## src/tam_pkg.sv

```systemverilog
// Shared types and constants for the tremolo amplitude modulator.
package tam_pkg;

   // Default sizes handed to the top level parameters.
   localparam int TABLE_SIZE_DEF  = 1024;
   localparam int SAMPLE_BITS_DEF = 24;

   // Configuration register file.
   localparam int CSR_INDEX_W  = 2;
   localparam int CSR_DATA_W   = 24;
   localparam int PHASE_STEP_W = 24;
   localparam int DEPTH_W      = 7;
   localparam int GAIN_W       = 24;

   typedef enum logic [CSR_INDEX_W-1:0] {
      CSR_PHASE_STEP    = 2'd0,
      CSR_DEPTH_PERCENT = 2'd1,
      CSR_GAIN_LINEAR   = 2'd2
   } csr_index_type;

   localparam logic [GAIN_W-1:0]  GAIN_RESET = 24'd1048576;   // 1.0 in Q4.20
   localparam logic [GAIN_W-1:0]  GAIN_MAX   = 24'd10485760;  // +20 dB
   localparam logic [DEPTH_W-1:0] DEPTH_MAX  = 7'd100;

   // LFO phase accumulator.
   localparam int PHASE_W = 32;

   // Decoupling queue between front and back.
   localparam int QUEUE_DEPTH = 4;

   // Cosine table entries are Q1.15.
   localparam int COS_W = 16;

   // Datapath widths and constants of the back end.
   localparam int                NUM_W       = 23;  // (200-d)*2^15 + d*cos, at most 6553600
   localparam logic [7:0]        DEPTH_FULL  = 8'd200;
   localparam int                FACTOR_W    = 46;  // gain * num + rounding, below 2^46
   localparam logic [FACTOR_W-1:0] FACTOR_RND = 46'd3276800;
   localparam int                FACTOR_SHIFT = 16; // 6553600 = 100 * 2^16
   localparam int                QUOT_IN_W   = FACTOR_W - FACTOR_SHIFT;  // 30 bits
   localparam int                RECIP_W     = 31;
   localparam logic [RECIP_W-1:0] RECIP_100  = 31'd1374389535;  // ceil(2^37 / 100)
   localparam int                RECIP_SHIFT = 37;
   localparam int                QUOT_W      = QUOT_IN_W + RECIP_W;
   localparam int                K_W         = 24;  // gain times factor, Q4.20
   localparam int                OUT_SHIFT   = 20;

   // Cosine table build constants (elaboration only).
   localparam logic [63:0] PI_Q30      = 64'd3373259426;
   localparam logic [63:0] ONE_Q30     = 64'd1073741824;
   localparam int          TAYLOR_TERMS = 12;
   localparam logic [63:0] TAYLOR_DEN [TAYLOR_TERMS] = '{
      64'd2, 64'd12, 64'd30, 64'd56, 64'd90, 64'd132,
      64'd182, 64'd240, 64'd306, 64'd380, 64'd462, 64'd552
   };

endpackage

```

## src/tam_queue.sv

```systemverilog
// Short flip-flop queue that decouples the front end from the back end.
module tam_queue
   import tam_pkg::*;
#(
   parameter int DATA_W = SAMPLE_BITS_DEF,
   parameter int DEPTH  = QUEUE_DEPTH
) (
   input  logic              clock,
   input  logic              reset,
   input  logic              in_valid,
   output logic              in_ready,
   input  logic [DATA_W-1:0] in_data,
   output logic              out_valid,
   input  logic              out_ready,
   output logic [DATA_W-1:0] out_data
);

   localparam int PTR_W = (DEPTH > 1) ? $clog2(DEPTH) : 1;
   localparam int CNT_W = $clog2(DEPTH + 1);

   logic [DATA_W-1:0] entries_ff [DEPTH];
   logic [PTR_W-1:0]  wr_ptr_ff, wr_ptr_in;
   logic [PTR_W-1:0]  rd_ptr_ff, rd_ptr_in;
   logic [CNT_W-1:0]  count_ff, count_in;
   logic              push, pop;

   assign in_ready  = (count_ff != CNT_W'(DEPTH));
   assign out_valid = (count_ff != '0);
   assign out_data  = entries_ff[rd_ptr_ff];
   assign push      = in_valid && in_ready;
   assign pop       = out_valid && out_ready;

   always_comb begin
      wr_ptr_in = wr_ptr_ff;
      rd_ptr_in = rd_ptr_ff;
      count_in  = count_ff;
      if (push) begin
         wr_ptr_in = (wr_ptr_ff == PTR_W'(DEPTH - 1)) ? '0 : wr_ptr_ff + 1'b1;
      end
      if (pop) begin
         rd_ptr_in = (rd_ptr_ff == PTR_W'(DEPTH - 1)) ? '0 : rd_ptr_ff + 1'b1;
      end
      if (push && !pop) begin
         count_in = count_ff + 1'b1;
      end else if (pop && !push) begin
         count_in = count_ff - 1'b1;
      end
   end

   always_ff @(posedge clock) begin
      if (reset) begin
         wr_ptr_ff <= '0;
         rd_ptr_ff <= '0;
         count_ff  <= '0;
      end else begin
         wr_ptr_ff <= wr_ptr_in;
         rd_ptr_ff <= rd_ptr_in;
         count_ff  <= count_in;
      end
   end

   always_ff @(posedge clock) begin
      if (push) begin
         entries_ff[wr_ptr_ff] <= in_data;
      end
   end

endmodule

```

## config.mk

```make
export PLATFORM = sky130hd
export DESIGN_NAME = tam_queue
export DESIGN_NICKNAME = d
export VERILOG_FILES = /design/src/tam_pkg.sv /design/src/tam_queue.sv
export SDC_FILE = /design/constraint.sdc
export NUM_CORES = 1
export LEC_CHECK = 0
export BUFFER_PORTS_ARGS = -buffer_cell sky130_fd_sc_hd__buf_2
export CORE_ASPECT_RATIO = 2
export CORE_MARGIN = 2
export CORE_UTILIZATION = 40
export DETAILED_ROUTE_END_ITERATION = 8
export PLACE_DENSITY = 0.59
export SETUP_SLACK_MARGIN = 0.05
export SYNTH_ARGS = -nofsm -noshare
export SYNTH_HDL_FRONTEND = slang
export SYNTH_SLANG_ARGS = --single-unit
```

## constraint.sdc

```tcl
create_clock -name clock -period 2.8 [get_ports clock]
set_clock_uncertainty 0.15 [all_clocks]
set_input_delay 0.28 -clock clock [delete_from_list [all_inputs] [get_ports clock]]
set_output_delay 0.28 -clock clock [all_outputs]
set_load 0.01 [all_outputs]
```

==> flow_summary.html <==
<table>
<tr><th>Metric</th><th>Value</th></tr>
<tr><th colspan="2">Status</th></tr>
<tr><td>Result of the run</td><td>complete, no violations</td></tr>
<tr><th colspan="2">Die</th></tr>
<tr><td>Starting Density</td><td>around 41%</td></tr>
<tr><td>X dimension of the die</td><td>around 74 µm</td></tr>
<tr><td>Io pins</td><td>54</td></tr>
<tr><td>Core Area</td><td>just under 10000 µm²</td></tr>
<tr><td>Area of the die</td><td>10700 µm²</td></tr>
<tr><td>Row Count</td><td>51</td></tr>
<tr><td>Die outline height</td><td>144 µm</td></tr>
<tr><th colspan="2">STA</th></tr>
<tr><td>Tightest slew margin relative to the limit</td><td>a little over half</td></tr>
<tr><td>Final hold violation count</td><td>0</td></tr>
<tr><td>Post-route fraction of the period consumed by the critical path</td><td>85.8%</td></tr>
<tr><td>Endpoints failing setup</td><td>0</td></tr>
<tr><td>Sum Neg Setup Slack</td><td>0 ns</td></tr>
<tr><td>Maximum clock rate</td><td>~0.42 GHz</td></tr>
<tr><td>Min Tclk post-route</td><td>2.40 ns</td></tr>
<tr><td>Final count of pins violating max slew</td><td>0</td></tr>
<tr><td>Worst-margin pin slew</td><td>0.677 ns</td></tr>
<tr><td>Setup repair after global routing missed its margin</td><td>no</td></tr>
<tr><th colspan="2">Critical path</th></tr>
<tr><td>Launch point of the worst reg-to-reg path</td><td>count_ff[0]</td></tr>
<tr><td>Crit path DAT</td><td>2.53 ns</td></tr>
<tr><td>Critical path launch point type</td><td>register</td></tr>
<tr><td>R2R Path End</td><td>count_ff[2]</td></tr>
<tr><td>Start-to-end type of the worst setup path</td><td>reg -&gt; reg</td></tr>
<tr><td>CP endpoint kind</td><td>register</td></tr>
<tr><td>Worst reg-to-reg path cell count</td><td>8</td></tr>
<tr><td>Maximum fanout along the worst path</td><td>7</td></tr>
<tr><td>Setup slack, reg-to-reg</td><td>0.40 ns</td></tr>
<tr><td>CP Data Required Time</td><td>2.93 ns</td></tr>
<tr><th colspan="2">CTS</th></tr>
<tr><td>Clock tree from TritonCTS</td><td>yes</td></tr>
<tr><td>Clk sinks</td><td>105</td></tr>
<tr><td>Clock latency at the later pin of the worst-skew pair</td><td>0.34 ns</td></tr>
<tr><td>CTS H-tree depth</td><td>3</td></tr>
<tr><td>CTS clock-pin slew for the worst setup and hold paths</td><td>0.07 ns</td></tr>
<tr><td>Number of buffers on the longest clock path</td><td>2</td></tr>
<tr><td>Library cell used as clock root buffer</td><td>sky130_fd_sc_hd__clkbuf_16</td></tr>
<tr><td>Total CTS buffers</td><td>9</td></tr>
<tr><th colspan="2">Hold path</th></tr>
<tr><td>Class of the most critical hold timing path</td><td>in -&gt; reg</td></tr>
<tr><td>Worst hold start</td><td>in_data[11]</td></tr>
<tr><td>End of the worst hold path</td><td>entries_ff[0][11]</td></tr>
<tr><td>Depth of the worst hold-timing path</td><td>1</td></tr>
<tr><th colspan="2">Logic synthesis</th></tr>
<tr><td>Total nets after synthesis</td><td>approximately 210</td></tr>
<tr><td>Number of enable-type register cells in the synthesized netlist</td><td>96</td></tr>
<tr><td>Post-synthesis cell type count</td><td>27</td></tr>
<tr><td>Simple-Gate Fraction of Synth Area</td><td>2.70%</td></tr>
<tr><td>Dominant combinational cell family by area after synthesis</td><td>multiplexers</td></tr>
<tr><td>Post-synthesis instance area</td><td>3940 µm²</td></tr>
<tr><td>Async S/R FF share, synth</td><td>0%</td></tr>
<tr><td>Adder-cell share of the synthesized area</td><td>2.41%</td></tr>
<tr><td>Average instance area after synthesis</td><td>~23 µm²</td></tr>
<tr><td>Xor/xnor share of the synthesized area</td><td>less than 1%</td></tr>
<tr><td>Number of warnings issued by yosys</td><td>0</td></tr>
<tr><td>Mapped Cells</td><td>174</td></tr>
<tr><td>Top_reg_cell synth</td><td>sky130_fd_sc_hd__edfxtp_1</td></tr>
<tr><td>Area share of the largest cell type after synthesis</td><td>73.1%</td></tr>
<tr><td>Proportion of synthesized area in mux cells</td><td>14.5%</td></tr>
<tr><td>Register bit count reported by yosys</td><td>105</td></tr>
<tr><td>Sequential area share after synthesis</td><td>77.7%</td></tr>
<tr><td>Complex-gate fraction of the synthesized area</td><td>0.889%</td></tr>
<tr><td>Library cell with the largest summed area after synthesis</td><td>sky130_fd_sc_hd__edfxtp_1</td></tr>
<tr><td>Ranking of synthesized cells by area</td><td>sky130_fd_sc_hd__edfxtp_1 73%, sky130_fd_sc_hd__mux4_2 14%, sky130_fd_sc_hd__dfxtp_1 4.6%, sky130_fd_sc_hd__ha_1 1.9%, sky130_fd_sc_hd__mux2i_1 0.76%</td></tr>
<tr><th colspan="2">Placement</th></tr>
<tr><td>Post-Place Cells</td><td>354</td></tr>
<tr><td>Placed wire-length estimate after detailed placement</td><td>slightly above 4000 µm</td></tr>
<tr><td>IO buf count</td><td>53</td></tr>
<tr><td>GPL Wtd Cong</td><td>~0.66</td></tr>
<tr><td>DP Area</td><td>4370 µm²</td></tr>
<tr><th colspan="2">Global routing</th></tr>
<tr><td>Global router's overall resource usage</td><td>around 14%</td></tr>
<tr><td>Pin count of the biggest net entering global routing</td><td>25</td></tr>
<tr><td>Overflow left after global routing</td><td>0</td></tr>
<tr><td>Number of global-route vias before repair</td><td>1977</td></tr>
<tr><td>Wire length of the first global-routing pass</td><td>10300 µm</td></tr>
<tr><td>Initial antenna violation count</td><td>0</td></tr>
<tr><th colspan="2">Layout</th></tr>
<tr><td>Sequential Area</td><td>3060 µm²</td></tr>
<tr><td>Non-Filler Cell Area, Final</td><td>4800 µm²</td></tr>
<tr><td>Fin cells</td><td>379</td></tr>
<tr><td>Number of fill cells</td><td>791</td></tr>
<tr><td>Multi-input logic area</td><td>between 800 and 900 µm²</td></tr>
<tr><td>Fin nets</td><td>roughly 280</td></tr>
<tr><td>Utilization of the core after routing</td><td>roughly half</td></tr>
<tr><td>Layout area overhead</td><td>21.9%</td></tr>
<tr><td>Fraction of layout cells with a size suffix above 1</td><td>42.5%</td></tr>
<tr><td>Antenna cell count</td><td>0</td></tr>
<tr><th colspan="2">Route</th></tr>
<tr><td>Routed wire length per instance</td><td>between 15 and 20 µm</td></tr>
<tr><td>Pre-Repair DR Iteration Count</td><td>4</td></tr>
<tr><td>Routed wire length on met2</td><td>approximately 3700 µm</td></tr>
<tr><td>Routed met3 length</td><td>324 µm</td></tr>
<tr><td>Via/cell ratio</td><td>between 4 and 5</td></tr>
<tr><td>DR vias</td><td>1857</td></tr>
<tr><td>Total routed wirelength</td><td>approximately 6700 µm</td></tr>
<tr><td>DRC violation count after routing</td><td>0</td></tr>
<tr><td>Routed length on met1</td><td>2530 µm</td></tr>
<tr><td>Uppermost routed layer</td><td>met4</td></tr>
<tr><td>Drt first-iter violations</td><td>119</td></tr>
<tr><td>Count of antenna-violating nets left after detailed routing</td><td>0</td></tr>
<tr><th colspan="2">Pwr</th></tr>
<tr><td>Pwr Density</td><td>about 890 nW/µm²</td></tr>
<tr><td>Lkg Pwr</td><td>0.00167 µW</td></tr>
<tr><td>VDD IR max</td><td>558 µV</td></tr>
<tr><td>Total chip power</td><td>about 4300 µW</td></tr>
<tr><th colspan="2">Job</th></tr>
<tr><td>Number of maximum-capacitance violations</td><td>0</td></tr>
</table>
cell usage in the layout (no fill, tap or decap), types with 3 or more instances in the layout:
cell	n
sky130_fd_sc_hd__ha_1	6
sky130_fd_sc_hd__inv_1	3
sky130_fd_sc_hd__buf_2	53
sky130_fd_sc_hd__dlygate4sd3_1	9
sky130_fd_sc_hd__mux4_2	24
sky130_fd_sc_hd__clkbuf_16	12
sky130_fd_sc_hd__and3_2	4
sky130_fd_sc_hd__clkbuf_8	3
sky130_fd_sc_hd__nor2_1	3
sky130_fd_sc_hd__mux2i_1	3
sky130_fd_sc_hd__edfxtp_1	96
sky130_fd_sc_hd__dfxtp_1	8
how the worst max path moves through the flow:
stage / from / end / slack [ns] / cells past startpoint
6_report: count_ff[0] / count_ff[2] / 0.40 / 8
3_5_place_dp: count_ff[0] / count_ff[2] / 0.40 / 8
4_1_cts: count_ff[0] / count_ff[2] / 0.37 / 8
5_1_grt: count_ff[0] / count_ff[2] / 0.20 / 8
3_3_place_gp: count_ff[0] / count_ff[2] / 0.45 / 8
2_1_floorplan: count_ff[0] / count_ff[2] / 0.48 / 9
state kept, by name (all words and copies together) (netlist names), named ones only:
signal	cells
count_ff	3
rd_ptr_ff	2
wr_ptr_ff	2
entries_ff	96
Yosys cell counts, types with 2 or more instances:
cell / instances
sky130_fd_sc_hd__ha_1: 6
sky130_fd_sc_hd__buf_4: 2
sky130_fd_sc_hd__mux4_2: 24
sky130_fd_sc_hd__edfxtp_1: 96
sky130_fd_sc_hd__and3_2: 4
sky130_fd_sc_hd__nor2_1: 3
sky130_fd_sc_hd__buf_2: 3
sky130_fd_sc_hd__a21oi_1: 2
sky130_fd_sc_hd__mux2i_1: 3
sky130_fd_sc_hd__dfxtp_1: 9
sky130_fd_sc_hd__xor2_1: 2
sky130_fd_sc_hd__nand2b_1: 2
sky130_fd_sc_hd__or3_2: 2
sky130_fd_sc_hd__inv_1: 3
layout make-up:
cell class                      count  share of cell area (%)
Inverter                            3                   0.234
Clock inverter                      1                   0.156
Timing Repair Buffer               65                    8.12
Clock buffer                       15                    7.11
Multi-Input combinational cell     58                    17.2
Sequential cell                   105                    63.8
Tap cell                          132                    3.44
cells by family (layout without fill, tap and decap cells):
kind of cell               count (synthesis)  in the layout
and+or+nand+nor                           17             17
adders and majority gates                  7              7
AOI/OAI and AO/OA                          5              5
DFF                                      105            105
buffers and inverters                     11             84
muxes                                     27             27
xor gates and xnor gates                   2              2
critical path, stage by stage, from the launching register on:
cell and delay (ns):
sky130_fd_sc_hd__dfxtp_1 0.42, sky130_fd_sc_hd__or3b_1 0.24, sky130_fd_sc_hd__and2_4 0.19, sky130_fd_sc_hd__ha_1 0.19, sky130_fd_sc_hd__inv_1 0.07, sky130_fd_sc_hd__fa_1 0.37
sky130_fd_sc_hd__xor2_1 0.16, sky130_fd_sc_hd__or3_2 0.41, sky130_fd_sc_hd__a21oi_1 0.14
layer usage:
metal	track usage, %	up-vias
li1	-	847
met1	14.9	948
met2	23.9	52
met3	3.55	10
met4	7.08	0
met5	0	-
power by group:
part	internal, µW	switching (µW)
registers	1910	65.5
logic	451	470
clock network	838	523
total	3200	1060
what timing repair did:
item,CTS,global route
gates resized for setup,0,0
setup buffers,0,0
endpoints found under the hold margin,33,0
hold buffers,9,0
through the flow:
step,hold slack [ns],setup slack [ns]
2_1_floorplan,0.229,0.479
3_3_place_gp,0.319,0.453
3_5_place_dp,0.331,0.400
4_1_cts,0.0000694,0.370
5_1_grt,0.00399,0.196
6_report,0.00632,0.399
No activity file was read; power rests on OpenSTA's default activity.
