===== src/tam_pkg.sv =====
// Shared types and constants for the tremolo amplitude modulator.
package tam_pkg;

   // Default sizes handed to the top level parameters.
   localparam int TABLE_SIZE_DEF  = 1024;
   localparam int SAMPLE_BITS_DEF = 24;

   // Configuration register file.
   localparam int CSR_INDEX_W  = 2;
   localparam int CSR_DATA_W   = 24;
   localparam int PHASE_STEP_W = 24;
   localparam int DEPTH_W      = 7;
   localparam int GAIN_W       = 24;

   typedef enum logic [CSR_INDEX_W-1:0] {
      CSR_PHASE_STEP    = 2'd0,
      CSR_DEPTH_PERCENT = 2'd1,
      CSR_GAIN_LINEAR   = 2'd2
   } csr_index_type;

   localparam logic [GAIN_W-1:0]  GAIN_RESET = 24'd1048576;   // 1.0 in Q4.20
   localparam logic [GAIN_W-1:0]  GAIN_MAX   = 24'd10485760;  // +20 dB
   localparam logic [DEPTH_W-1:0] DEPTH_MAX  = 7'd100;

   // LFO phase accumulator.
   localparam int PHASE_W = 32;

   // Decoupling queue between front and back.
   localparam int QUEUE_DEPTH = 4;

   // Cosine table entries are Q1.15.
   localparam int COS_W = 16;

   // Datapath widths and constants of the back end.
   localparam int                NUM_W       = 23;  // (200-d)*2^15 + d*cos, at most 6553600
   localparam logic [7:0]        DEPTH_FULL  = 8'd200;
   localparam int                FACTOR_W    = 46;  // gain * num + rounding, below 2^46
   localparam logic [FACTOR_W-1:0] FACTOR_RND = 46'd3276800;
   localparam int                FACTOR_SHIFT = 16; // 6553600 = 100 * 2^16
   localparam int                QUOT_IN_W   = FACTOR_W - FACTOR_SHIFT;  // 30 bits
   localparam int                RECIP_W     = 31;
   localparam logic [RECIP_W-1:0] RECIP_100  = 31'd1374389535;  // ceil(2^37 / 100)
   localparam int                RECIP_SHIFT = 37;
   localparam int                QUOT_W      = QUOT_IN_W + RECIP_W;
   localparam int                K_W         = 24;  // gain times factor, Q4.20
   localparam int                OUT_SHIFT   = 20;

   // Cosine table build constants (elaboration only).
   localparam logic [63:0] PI_Q30      = 64'd3373259426;
   localparam logic [63:0] ONE_Q30     = 64'd1073741824;
   localparam int          TAYLOR_TERMS = 12;
   localparam logic [63:0] TAYLOR_DEN [TAYLOR_TERMS] = '{
      64'd2, 64'd12, 64'd30, 64'd56, 64'd90, 64'd132,
      64'd182, 64'd240, 64'd306, 64'd380, 64'd462, 64'd552
   };

endpackage


===== src/tam_front.sv =====
// Front end: accepts input beats, derives the cosine table index and advances the LFO phase.
module tam_front
   import tam_pkg::*;
#(
   parameter int TABLE_SIZE  = TABLE_SIZE_DEF,
   parameter int SAMPLE_BITS = SAMPLE_BITS_DEF,
   localparam int IDX_W      = $clog2(TABLE_SIZE)
) (
   input  logic                         clock,
   input  logic                         reset,
   input  logic [PHASE_STEP_W-1:0]      phase_step,
   input  logic                         req_valid,
   output logic                         req_ready,
   input  logic signed [SAMPLE_BITS-1:0] req_in_sample,
   output logic                         q_valid,
   input  logic                         q_ready,
   output logic [SAMPLE_BITS+IDX_W-1:0] q_data
);

   localparam int SCALE_W = $clog2(TABLE_SIZE + 1);
   localparam int SCL_W   = PHASE_W + SCALE_W;

   logic [PHASE_W-1:0] phase_ff;
   logic [PHASE_W-1:0] phase_in;
   logic [SCL_W-1:0]   scaled;
   logic [IDX_W-1:0]   idx;
   logic               accept;

   assign accept = req_valid && q_ready;

   // The index is the integer part of phase * TABLE_SIZE / 2^32.
   assign scaled = SCL_W'(phase_ff) * SCL_W'(TABLE_SIZE);
   assign idx    = scaled[PHASE_W +: IDX_W];

   assign q_valid   = req_valid;
   assign req_ready = q_ready;
   assign q_data    = {req_in_sample, idx};

   always_comb begin
      phase_in = phase_ff;
      if (accept) begin
         phase_in = phase_ff + PHASE_W'(phase_step);
      end
   end

   always_ff @(posedge clock) begin
      if (reset) begin
         phase_ff <= '0;
      end else begin
         phase_ff <= phase_in;
      end
   end

endmodule


===== config.mk =====
export PLATFORM = sky130hd
export DESIGN_NAME = tam_front
export DESIGN_NICKNAME = d
export VERILOG_FILES = /design/src/tam_pkg.sv /design/src/tam_front.sv
export SDC_FILE = /design/constraint.sdc
export NUM_CORES = 1
export LEC_CHECK = 0
export ABC_AREA = 0
export BUFFER_PORTS_ARGS = -buffer_cell sky130_fd_sc_hd__buf_2
export CAP_MARGIN = 20
export CORE_UTILIZATION = 51
export CTS_CLUSTER_DIAMETER = 50
export DETAILED_ROUTE_END_ITERATION = 12
export PLACE_DENSITY = 0.84
export SYNTH_ARGS = -nofsm -noshare
export SYNTH_HDL_FRONTEND = slang
export SYNTH_SLANG_ARGS = --single-unit
export TNS_END_PERCENT = 1

===== constraint.sdc =====
create_clock -name clock -period 3.45 [get_ports clock]
set_input_delay 0.1725 -clock clock [delete_from_list [all_inputs] [get_ports clock]]
set_output_delay 0.1725 -clock clock [all_outputs]
set_load 0.005 [all_outputs]

==> results of run 1 <==
-- stage by stage --
stage / instances / total power, mW / area, sq um / hold WS, ns
after global placement: 378 / 0.686 / 2570 / 0.345
after floorplan: 316 / 0.659 / 2590 / 0.426
after CTS: 386 / 1.06 / 2680 / 0.259
after global routing: 386 / 1.11 / 2680 / 0.321
final: 386 / 1.05 / 2680 / 0.260
after detailed placement: 378 / 0.697 / 2570 / 0.345
-- synth_stat cells, types with 4 or more instances --
library cell  number
nor2_1            25
ha_1              24
o21a_1             5
buf_4             36
dfxtp_1           32
a21o_1            11
nand2_1           36
xnor2_1           19
a21oi_1           31
xor2_1             6
a31oi_1            6
a211oi_1           4
o21ai_0            5
nor3_1             4
a211o_1            4
and3_1             7
clkbuf_1           6
a22o_1             9
nand3_1            7
-- cell type report --
type,instances,area (sq um),share of cell area
Multi-Input combinational cell,238,1640,0.612
Sequential cell,32,641,0.239
Timing Repair Buffer,40,203,0.0758
Tap cell,67,83.8,0.0313
Clock buffer,6,72.6,0.0271
Clock inverter,2,35.0,0.0131
Inverter,1,3.75,0.00140
-- critical path: cells and delay by family (launching register included) --
kind | cells | cell delay (ns)
adders and majority gates | 2 | 0.64
xor gates and xnor gates | 1 | 0.16
and+or+nand+nor | 1 | 0.08
AOI/OAI and AO/OA | 6 | 1.48
DFF | 1 | 0.32
-- metal layers --
layer / share of wire / GRT usage / vias to the layer above
li1: - / - / 1103
met1: 0.45 / 0.247 / 1000
met2: 0.50 / 0.390 / 54
met3: 0.042 / 0.0414 / 5
met4: 0.0058 / 0.0566 / 0
met5: 0 / 0 / -
-- worst max path at each step --
| stage | start | end | slack (ns) | cells after the start |
|---|---|---|---|---|
| after detailed placement | phase_ff[0] | phase_ff[24] | 0.80 | 10 |
| after global placement | phase_ff[0] | phase_ff[24] | 0.89 | 10 |
| after CTS | phase_ff[0] | phase_ff[12] | 0.71 | 10 |
| after floorplan | phase_ff[0] | phase_ff[24] | 0.99 | 10 |
| final | phase_ff[0] | phase_ff[12] | 0.70 | 10 |
| after global routing | phase_ff[0] | phase_ff[12] | 0.50 | 10 |
-- power by group through the flow --
stage / registers, mW / logic (mW) / clock network, mW
after floorplan: 0.409 / 0.251 / 0
final: 0.404 / 0.288 / 0.359
after CTS: 0.404 / 0.288 / 0.365
after global placement: 0.411 / 0.275 / 0
after global routing: 0.406 / 0.322 / 0.382
after detailed placement: 0.412 / 0.284 / 0
-- cell families after synthesis --
| group | after synthesis |
|---|---|
| xor gates and xnor gates | 25 |
| buffers and inverters | 46 |
| DFF | 32 |
| muxes | 1 |
| AOI/OAI and AO/OA | 91 |
| adders and majority gates | 25 |
| and+or+nand+nor | 96 |
==> reports/metrics.yaml, run 1 <==
status: "finished clean"
io_buffers: 39
post_cts_resized: 0
critPathMaxFanout: 3
finalMaxSlewViolations: 0
synth.area.mux_share: 0.00435
path_class: "register to register"
dp_slack_ns: 0.803
start_util: 0.537
die_w_um: 73.2
holdPathStages: 4
min_period_over_period: 0.797
largest_reg_flops: 32
postSynthAreaPerCell_sq_um: 8.19
routed_wl_um: 5350
cp.arrival_ns: 2.96
firstDrtPassIters: 4
yosysTopAreaCell: "dfxtp_1"
cpMostUsedCell: "a21oi_1"
irDropWorstVdd_v: 0.000242
power_switching_mw: 0.316
powerDensity_nw_per_um2: 393
syn_nets: 393
synth-edff-count: 0
hold_path.class: "input pin to register"
hpwl_um: 3960
p_leak_nw: 1.23
die_height_um: 73.2
timing.fmax_mhz: 364
max_stage_delay_ns: 0.42
insertedDiodeCount: 0
netlist.area_leader.share: 0.248
critical_path.endpoint_type: "register"
clockPowerShare: 0.342
rsz0062_at_grt: "false"
cts_sinks: 32
coreArea_sq_um: 4820
hold_start: "phase_step[0]"
ctsHoldBuffers: 0
synth-compound-area-share: 0.249
ys_seq_area_frac: 0.248
synth_cells: 316
p_comb_frac: 0.274
cts_buffers: 5
reg2reg_slack_ns: 0.70
max_cap_viol_count: 0
regMostFlops: "phase_ff"
dieArea_sq_um: 5360
final_nets: 395
fin_util: 0.555
holdPathEnd: "phase_ff[0]"
vias: 2162
synth-main-ff-cell: "dfxtp_1"
antenna_found_initial: 0
yosys_warnings: 0
gp_congestion: 0.911
top_regs: "phase_ff x32"
hold_viol: 0
netlist_area_sq_um: 2590
ys_seq_elements: 32
cp_slowest_cell: "fa_1"
grt_pass1_vias: 2040
worst_pin_slew_ns: 0.750
clkTransAtPathRegs_ns: 0.07
cts.path.max_buffers: 2
synth-adder-area-share: 0.124
fin_ws_ns: 0.702
ios: 88
cts_tree: "built"
routedWlPerCell_um: 13.9
grt_max_degree: 28
internal_power_mw: 0.735
drtIter0Drc: 59
drive_gt1_frac: 0.182
reg2reg_from: "phase_ff[0]"
grt_overflow: 0
ys_async_sr_fraction: 0
ant_nets: 0
setup_tns_ns: 0
yosys.area_share.xor_xnor: 0.0846
p_sw_frac: 0.301
vias_per_cell: 5.60
synth_area_leaders: "dfxtp_1, ha_1, buf_4"
final.fill_count: 471
seqPwrFrac: 0.384
mostFrequentLayoutCell: "buf_2"
synthToLayoutAreaGrowth_pct: 3.39
ctsHtreeMaxLevel: 2
synth-simple-area-share: 0.171
clock_latency_ns: 0.28
skew_ns: 0.00441
finalCriticalPeriod_ns: 2.75
start_kind: "register"
rows: 25
slew_headroom: 0.498
finalSetupViolations: 0
grt_pass1_wl_um: 8780
layout_common_cells: "buf_2, nand2_1, dfxtp_1"
r2r_cells: 10
synth_top_family_by_area: "compound AO/OA/AOI/OAI gates"
cts_setup_buffers: 0
synth_cell_types: 46
root_buffer: "clkbuf_8"
drc_errors: 0
cp.required_ns: 3.66
crit_path_cell_trace: "ha_1 -> fa_1 -> a21o_1 -> a221oi_1 -> a21oi_1 -> a221o_1 -> a21oi_1 -> xnor2_1 -> nand2_1 -> a21oi_1"
grt.total_usage: 0.212
timing.rr.end: "phase_ff[12]"
No activity file was read; power rests on OpenSTA's default activity.
==> inputs of run 2 (changes only) <==
--- a/config.mk
+++ b/config.mk
@@ -5,13 +5,13 @@
 export SDC_FILE = /design/constraint.sdc
 export NUM_CORES = 1
 export LEC_CHECK = 0
-export ABC_AREA = 0
+export ABC_AREA = 1
 export BUFFER_PORTS_ARGS = -buffer_cell sky130_fd_sc_hd__buf_2
 export CAP_MARGIN = 20
-export CORE_UTILIZATION = 51
+export CORE_UTILIZATION = 49
 export CTS_CLUSTER_DIAMETER = 50
 export DETAILED_ROUTE_END_ITERATION = 12
-export PLACE_DENSITY = 0.84
+export PLACE_DENSITY = 0.81
 export SYNTH_ARGS = -nofsm -noshare
 export SYNTH_HDL_FRONTEND = slang
 export SYNTH_SLANG_ARGS = --single-unit
==> constraint.sdc (replaced) <==
create_clock -name clock -period 2.35 [get_ports clock]
set_input_delay 0.1175 -clock clock [delete_from_list [all_inputs] [get_ports clock]]
set_output_delay 0.1175 -clock clock [all_outputs]
set_load 0.005 [all_outputs]
==> run 2 against run 1 <==
The flow now finishes with violations (DRC). Sequential cell count is the same. Hold slack got worse by 0.037 ns. Cell area rose by 29%. Synthesized cell count grew 86%. Critical endpoint is now phase_ff[20]. Setup slack got worse by 0.31 ns. Global-route usage is 3.3 points higher. Via count grew 58%.
==> reports/metrics.yaml, run 2 <==
status: "finished with violations"
violations: "DRC"
gp_congestion: 0.890  # -2.3%
synth-adder-area-share: 0.0954  # -0.0284
cp.arrival_ns: 2.16  # -0.80 ns
dpl.cell_count: 663  # +75%
skew_ns: 0.00693  # +0.00252 ns
synth_cell_types: 26  # -43%
cp.required_ns: 2.55  # -1.11 ns
reg2reg_from: "phase_ff[0]"
fin_ws_ns: 0.390  # -0.312 ns
clock_latency_ns: 0.29  # about the same
synth_cells: 589  # +86%
grt_max_degree: 27  # -3.6%
dieArea_sq_um: 7190  # +34%
hpwl_um: 6490  # +64%
holdPathEnd: "phase_ff[0]"
firstDrtPassIters: 9  # +5
vias_per_cell: 5.08  # -9.2%
mostFrequentLayoutCell: "nand2_1"
yosysTopAreaCell: "dfxtp_1"
synth-edff-count: 0  # unchanged
insertedDiodeCount: 0  # unchanged
final_nets: 670  # +70%
regMostFlops: "phase_ff"
antenna_found_initial: 0  # unchanged
worst_pin_slew_ns: 0.523  # -0.228 ns
routedWlPerCell_um: 12.3  # -11%
io_buffers: 39  # unchanged
ctsHtreeMaxLevel: 2  # unchanged
slew_headroom: 0.652  # +0.154
synth_area_leaders: "dfxtp_1, nand2_1, inv_1"
start_kind: "register"
ant_nets: 0  # unchanged
synth_most_common_cell: "nand2_1"
synth_commonest_cells: "nand2_1, inv_1, nor2_1"
synth_top_family_by_area: "simple AND/OR/NAND/NOR gates"
dp_slack_ns: 0.430  # -0.372 ns
ios: 88  # unchanged
die_height_um: 84.8  # +16%
max_cap_viol_count: 0  # unchanged
cts_tree: "built"
synthToLayoutAreaGrowth_pct: 2.83
clkTransAtPathRegs_ns: 0.07  # about the same
rsz0062_at_grt: "false"
netlist_area_sq_um: 3360  # +30%
critPathMaxFanout: 4  # +1
ctsHoldBuffers: 0  # unchanged
syn_nets: 666  # +69%
coreArea_sq_um: 6490  # +35%
grt.total_usage: 0.245  # +0.0330
powerDensity_nw_per_um2: 467  # +19%
p_leak_nw: 2.09  # +69%
routed_wl_um: 8240  # +54%
synth.area.mux_share: 0  # -0.00435
ys_async_sr_fraction: 0  # unchanged
instances_no_fill: 671  # +74%
yosys_warnings: 0  # unchanged
ys_seq_elements: 32  # unchanged
top_regs: "phase_ff x32"
r2r_cells: 12  # +2
hold_start: "phase_step[0]"
critical_path.endpoint_type: "register"
fin_util: 0.532  # -0.0236
holdPathStages: 4  # unchanged
finalMaxSlewViolations: 0  # unchanged
drc_errors: 9  # +9
hold_slack_ns: 0.223  # -0.0370 ns
grt_pass1_vias: 3151  # +54%
rows: 29  # +16%
root_buffer: "clkbuf_8"
cts_sinks: 32  # unchanged
cts_setup_buffers: 0  # unchanged
layout_common_cells: "nand2_1, inv_1, nor2_1"
synth-main-ff-cell: "dfxtp_1"
irDropWorstVdd_v: 0.000275  # +13%
drive_gt1_frac: 0.103  # -0.0791
grt_overflow: 0  # unchanged
start_util: 0.517  # -0.0201
synth-simple-area-share: 0.383  # +0.211
finalCriticalPeriod_ns: 1.96  # -0.788 ns
netlist.area_leader.share: 0.191  # -0.0568
setup_tns_ns: 0  # unchanged
min_period_over_period: 0.834  # +0.0376
timing.fmax_mhz: 510  # +40%
vias: 3412  # +58%
largest_reg_flops: 32  # unchanged
drtIter0Drc: 230  # +290%
reg2reg_slack_ns: 0.39  # -0.31 ns
grt_pass1_wl_um: 14100  # +61%
timing.rr.end: "phase_ff[20]"
postSynthAreaPerCell_sq_um: 5.70  # -30%
finalSetupViolations: 0  # unchanged
path_class: "register to register"
hold_viol: 0  # unchanged
hold_path.class: "input pin to register"
post_cts_resized: 0  # unchanged
synth-compound-area-share: 0.0935  # -0.155
yosys.area_share.xor_xnor: 0.0339  # -0.0507
die_w_um: 84.8  # +16%
cts.path.max_buffers: 2  # unchanged
cts_buffers: 5  # unchanged
ys_seq_area_frac: 0.191  # -0.0568
run 2: worst max-delay path, stage by stage (launching register included):
cell and delay [ns]:
dfxtp_1 0.32, ha_1 0.20, fa_1 0.40, nand2_1 0.11, o21ai_1 0.11, nand3_1 0.10
nand3_1 0.20, nand2_1 0.15, nand2_1 0.06, nand2_1 0.05, nand3_1 0.06, nand2_1 0.07
inv_1 0.03
run 2: worst max path at each step:
stage,start,end,slack (ns)
global route,phase_ff[7],phase_ff[21],0.18
detailed placement,phase_ff[0],phase_ff[26],0.43
floorplan,phase_ff[0],phase_ff[26],0.58
global placement,phase_ff[0],phase_ff[20],0.46
CTS,phase_ff[0],phase_ff[20],0.42
finish,phase_ff[0],phase_ff[20],0.39
run 2: power breakdown:
| group | total [mW] | leakage (nW) | switching, mW | internal (mW) |
|---|---|---|---|---|
| combinational | 0.551 | 1.78 | 0.359 | 0.192 |
| sequential | 0.595 | 0.263 | 0.0197 | 0.575 |
| clock | 0.466 | 0.0445 | 0.228 | 0.238 |
| total | 1.61 | 2.09 | 0.606 | 1.00 |
run 2: area by class of cell:
class                      count  area (sq um)
clock inverter                 1          7.51
inverter                      99           372
timing repair buffer          42           218
sequential                    32           641
tap                           77          96.3
fill                         671          3040
clock buffer                   7          86.3
multi-input combinational    413          2030
run 2: logic make-up (layout without fill, tap and decap cells):
family | Yosys count | in the layout
AND/OR/NAND/NOR | 315 | 315
adder cells (fa/ha/maj) | 25 | 25
buffers and inverters | 144 | 149
AO/OA/AOI/OAI | 60 | 60
XOR/XNOR | 13 | 13
flip-flops | 32 | 32
run 2: metrics by stage:
stage	instance area, sq um	power, mW
after floorplan	3360	1.05
after global placement	3360	1.14
after detailed placement	3360	1.15
after CTS	3450	1.61
after global routing	3450	1.72
final	3450	1.61
run 2: metal layers:
metal	vias to the layer above	GRT usage	share of wire
li1	1781	-	-
met5	-	0	0
met1	1482	0.332	0.48
met2	119	0.388	0.42
met4	0	0.120	0.036
met3	30	0.0246	0.067
==> inputs of run 3 (changes only) <==
==> constraint.sdc (replaced) <==
create_clock -name clock -period 1.8 [get_ports clock]
set_input_delay 0.09 -clock clock [delete_from_list [all_inputs] [get_ports clock]]
set_output_delay 0.09 -clock clock [all_outputs]
set_load 0.005 [all_outputs]
==> run 3 against run 2 <==
The flow finishes with violations (DRC, setup timing). Register-to-register slack got worse by 0.44 ns. First-iteration DRC count increased by 11%. Critical path depth unchanged. Clock-buffer cell count decreased by 1. Non-clock buffer count increased by 16. Largest cell class unchanged.
==> reports/metrics.yaml, run 3 (synthesis results as in run 2) <==
rows: 29  # unchanged
dieArea_sq_um: 7190  # unchanged
die_height_um: 84.8  # unchanged
regMostFlops: "phase_ff"
grt_max_degree: 48  # +78%
rsz0062_at_grt: "true"
cp.arrival_ns: 2.04  # -0.12 ns
antenna_found_initial: 0  # unchanged
synthToLayoutAreaGrowth_pct: 14.3
p_leak_nw: 2.20  # +5.5%
ctsHtreeMaxLevel: 2  # unchanged
drtIter0Drc: 256  # +11%
timing.fmax_mhz: 541  # +6.0%
p_sw_frac: 0.386  # +0.00988
clockPowerShare: 0.256  # -0.033
path_class: "register to register"
critical_path.endpoint_type: "register"
gp_congestion: 0.901  # +1.3%
vias: 3510  # +2.9%
p_comb_frac: 0.390  # +0.048
routed_wl_um: 8740  # +6.1%
start_util: 0.517  # unchanged
vias_per_cell: 5.12  # +0.62%
cts_sinks: 32  # unchanged
drc_errors: 9  # unchanged
cts_buffers: 5  # unchanged
start_kind: "register"
clkTransAtPathRegs_ns: 0.07  # about the same
io_buffers: 39  # unchanged
fin_total_pwr_mw: 2.22  # +38%
finalCriticalPeriod_ns: 1.85  # -0.111 ns
min_period_over_period: 1.03  # +0.193
critPathMaxFanout: 4  # unchanged
hold_viol: 0  # unchanged
finalMaxSlewViolations: 0  # unchanged
mostFrequentLayoutCell: "nand2_1"
firstDrtPassIters: 9  # unchanged
coreArea_sq_um: 6490  # unchanged
ios: 88  # unchanged
max_cap_viol_count: 0  # unchanged
worst_pin_slew_ns: 0.361  # -0.162 ns
hold_slack_ns: 0.180  # -0.0433 ns
ant_nets: 0  # unchanged
violations: "DRC, setup timing"
grt.total_usage: 0.239  # -0.00502
irDropWorstVdd_v: 0.000312  # +13%
finalSetupViolations: 2  # +2
hpwl_um: 6520  # +0.49%
seqPwrFrac: 0.354  # -0.015
final_nets: 686  # +2.4%
clock_latency_ns: 0.29  # about the same
grt_pass1_vias: 3174  # +0.73%
largest_reg_flops: 32  # unchanged
cts.path.max_buffers: 2  # unchanged
routedWlPerCell_um: 12.7  # +3.7%
drive_gt1_frac: 0.207  # +0.104
insertedDiodeCount: 0  # unchanged
fin_ws_ns: -0.0489  # -0.439 ns
grt_pass1_wl_um: 13700  # -2.6%
layout_common_cells: "nand2_1, inv_1, nor2_1"
cp.required_ns: 1.99  # -0.56 ns
skew_ns: 0.00456  # -0.00237 ns
top_regs: "phase_ff x32"
internal_power_mw: 1.36  # +36%
slew_headroom: 0.759  # +0.108
status: "finished with violations"
power_switching_mw: 0.857  # +41%
root_buffer: "clkbuf_8"
powerDensity_nw_per_um2: 578  # +24%
cts_tree: "built"
grt_overflow: 0  # unchanged
dp_slack_ns: -0.118  # -0.549 ns
die_w_um: 84.8  # unchanged
hold_path.class: "input pin to output port"
-- run 3: changes by cell type in the layout (fill, tap and decap cells not counted), sizes merged --
cell	delta
clkinv	+1
clkinvlp	-1
clkbuf	-1
buf	+16
-- run 3: what timing repair did --
| action | 4_1_cts | 5_1_grt |
|---|---|---|
| setup endpoints to repair | 16 | 25 |
| pin swaps | 1 | 11 |
| hold endpoints to repair | 0 | 0 |
| resized for setup | 14 | 51 |
| hold buffers | 0 | 0 |
| buffers inserted | 0 | 2 |
-- run 3: cell type report --
cell class | instances | area [sq um]
clock buffer | 6 | 72.6
clock inverter | 1 | 5.00
fill | 635 | 2660
inverter | 99 | 372
multi-input combinational | 413 | 2300
sequential | 32 | 643
tap | 77 | 96.3
timing repair buffer | 58 | 350
-- run 3: worst max-delay path, stage by stage, from the launching register on --
cell,delay [ns]
dfxtp_2,0.34
ha_4,0.17
fa_2,0.40
nand2_2,0.10
nand3_2,0.07
nand3_2,0.10
nand2_4,0.07
nand2_2,0.08
nand2_2,0.06
nand2_2,0.09
nand3_2,0.09
a21oi_2,0.15
nor2_1,0.05
-- run 3: metrics by stage --
stage | cells | utilization | TNS [ns] | instance area, sq um
2_1_floorplan | 589 | - | 0 | 3360
3_3_place_gp | 677 | 0.535 | -0.140 | 3480
4_1_cts | 684 | 0.555 | -0.0248 | 3600
5_1_grt | 686 | 0.591 | -1.45 | 3840
6_report | 686 | 0.591 | -0.0499 | 3840
3_5_place_dp | 677 | 0.535 | -0.703 | 3480
-- run 3: power groups by stage --
stage / clock network (mW) / registers, mW / logic, mW
global placement: 0 / 0.790 / 0.735
CTS: 0.565 / 0.777 / 0.772
finish: 0.568 / 0.786 / 0.866
floorplan: 0 / 0.786 / 0.583
detailed placement: 0 / 0.793 / 0.748
global route: 0.594 / 0.790 / 0.964
-- run 3: metal layers --
metal,up-vias,track usage,share of wire
met1,1555,0.300,0.45
met4,0,0.109,0.027
met5,-,0,0
met3,25,0.0256,0.067
met2,123,0.413,0.46
li1,1807,-,-
-- run 3: path summary, 6_finish.rpt --
check,slack [ns],end,cells past startpoint,from
worst max register to register,-0.05,phase_ff[26],12,phase_ff[0]
worst min-delay path,0.18,q_data[23],0,req_in_sample[13]
worst max-delay path,-0.05,phase_ff[26],12,phase_ff[0]
worst min register to register,0.53,phase_ff[31],2,phase_ff[31]
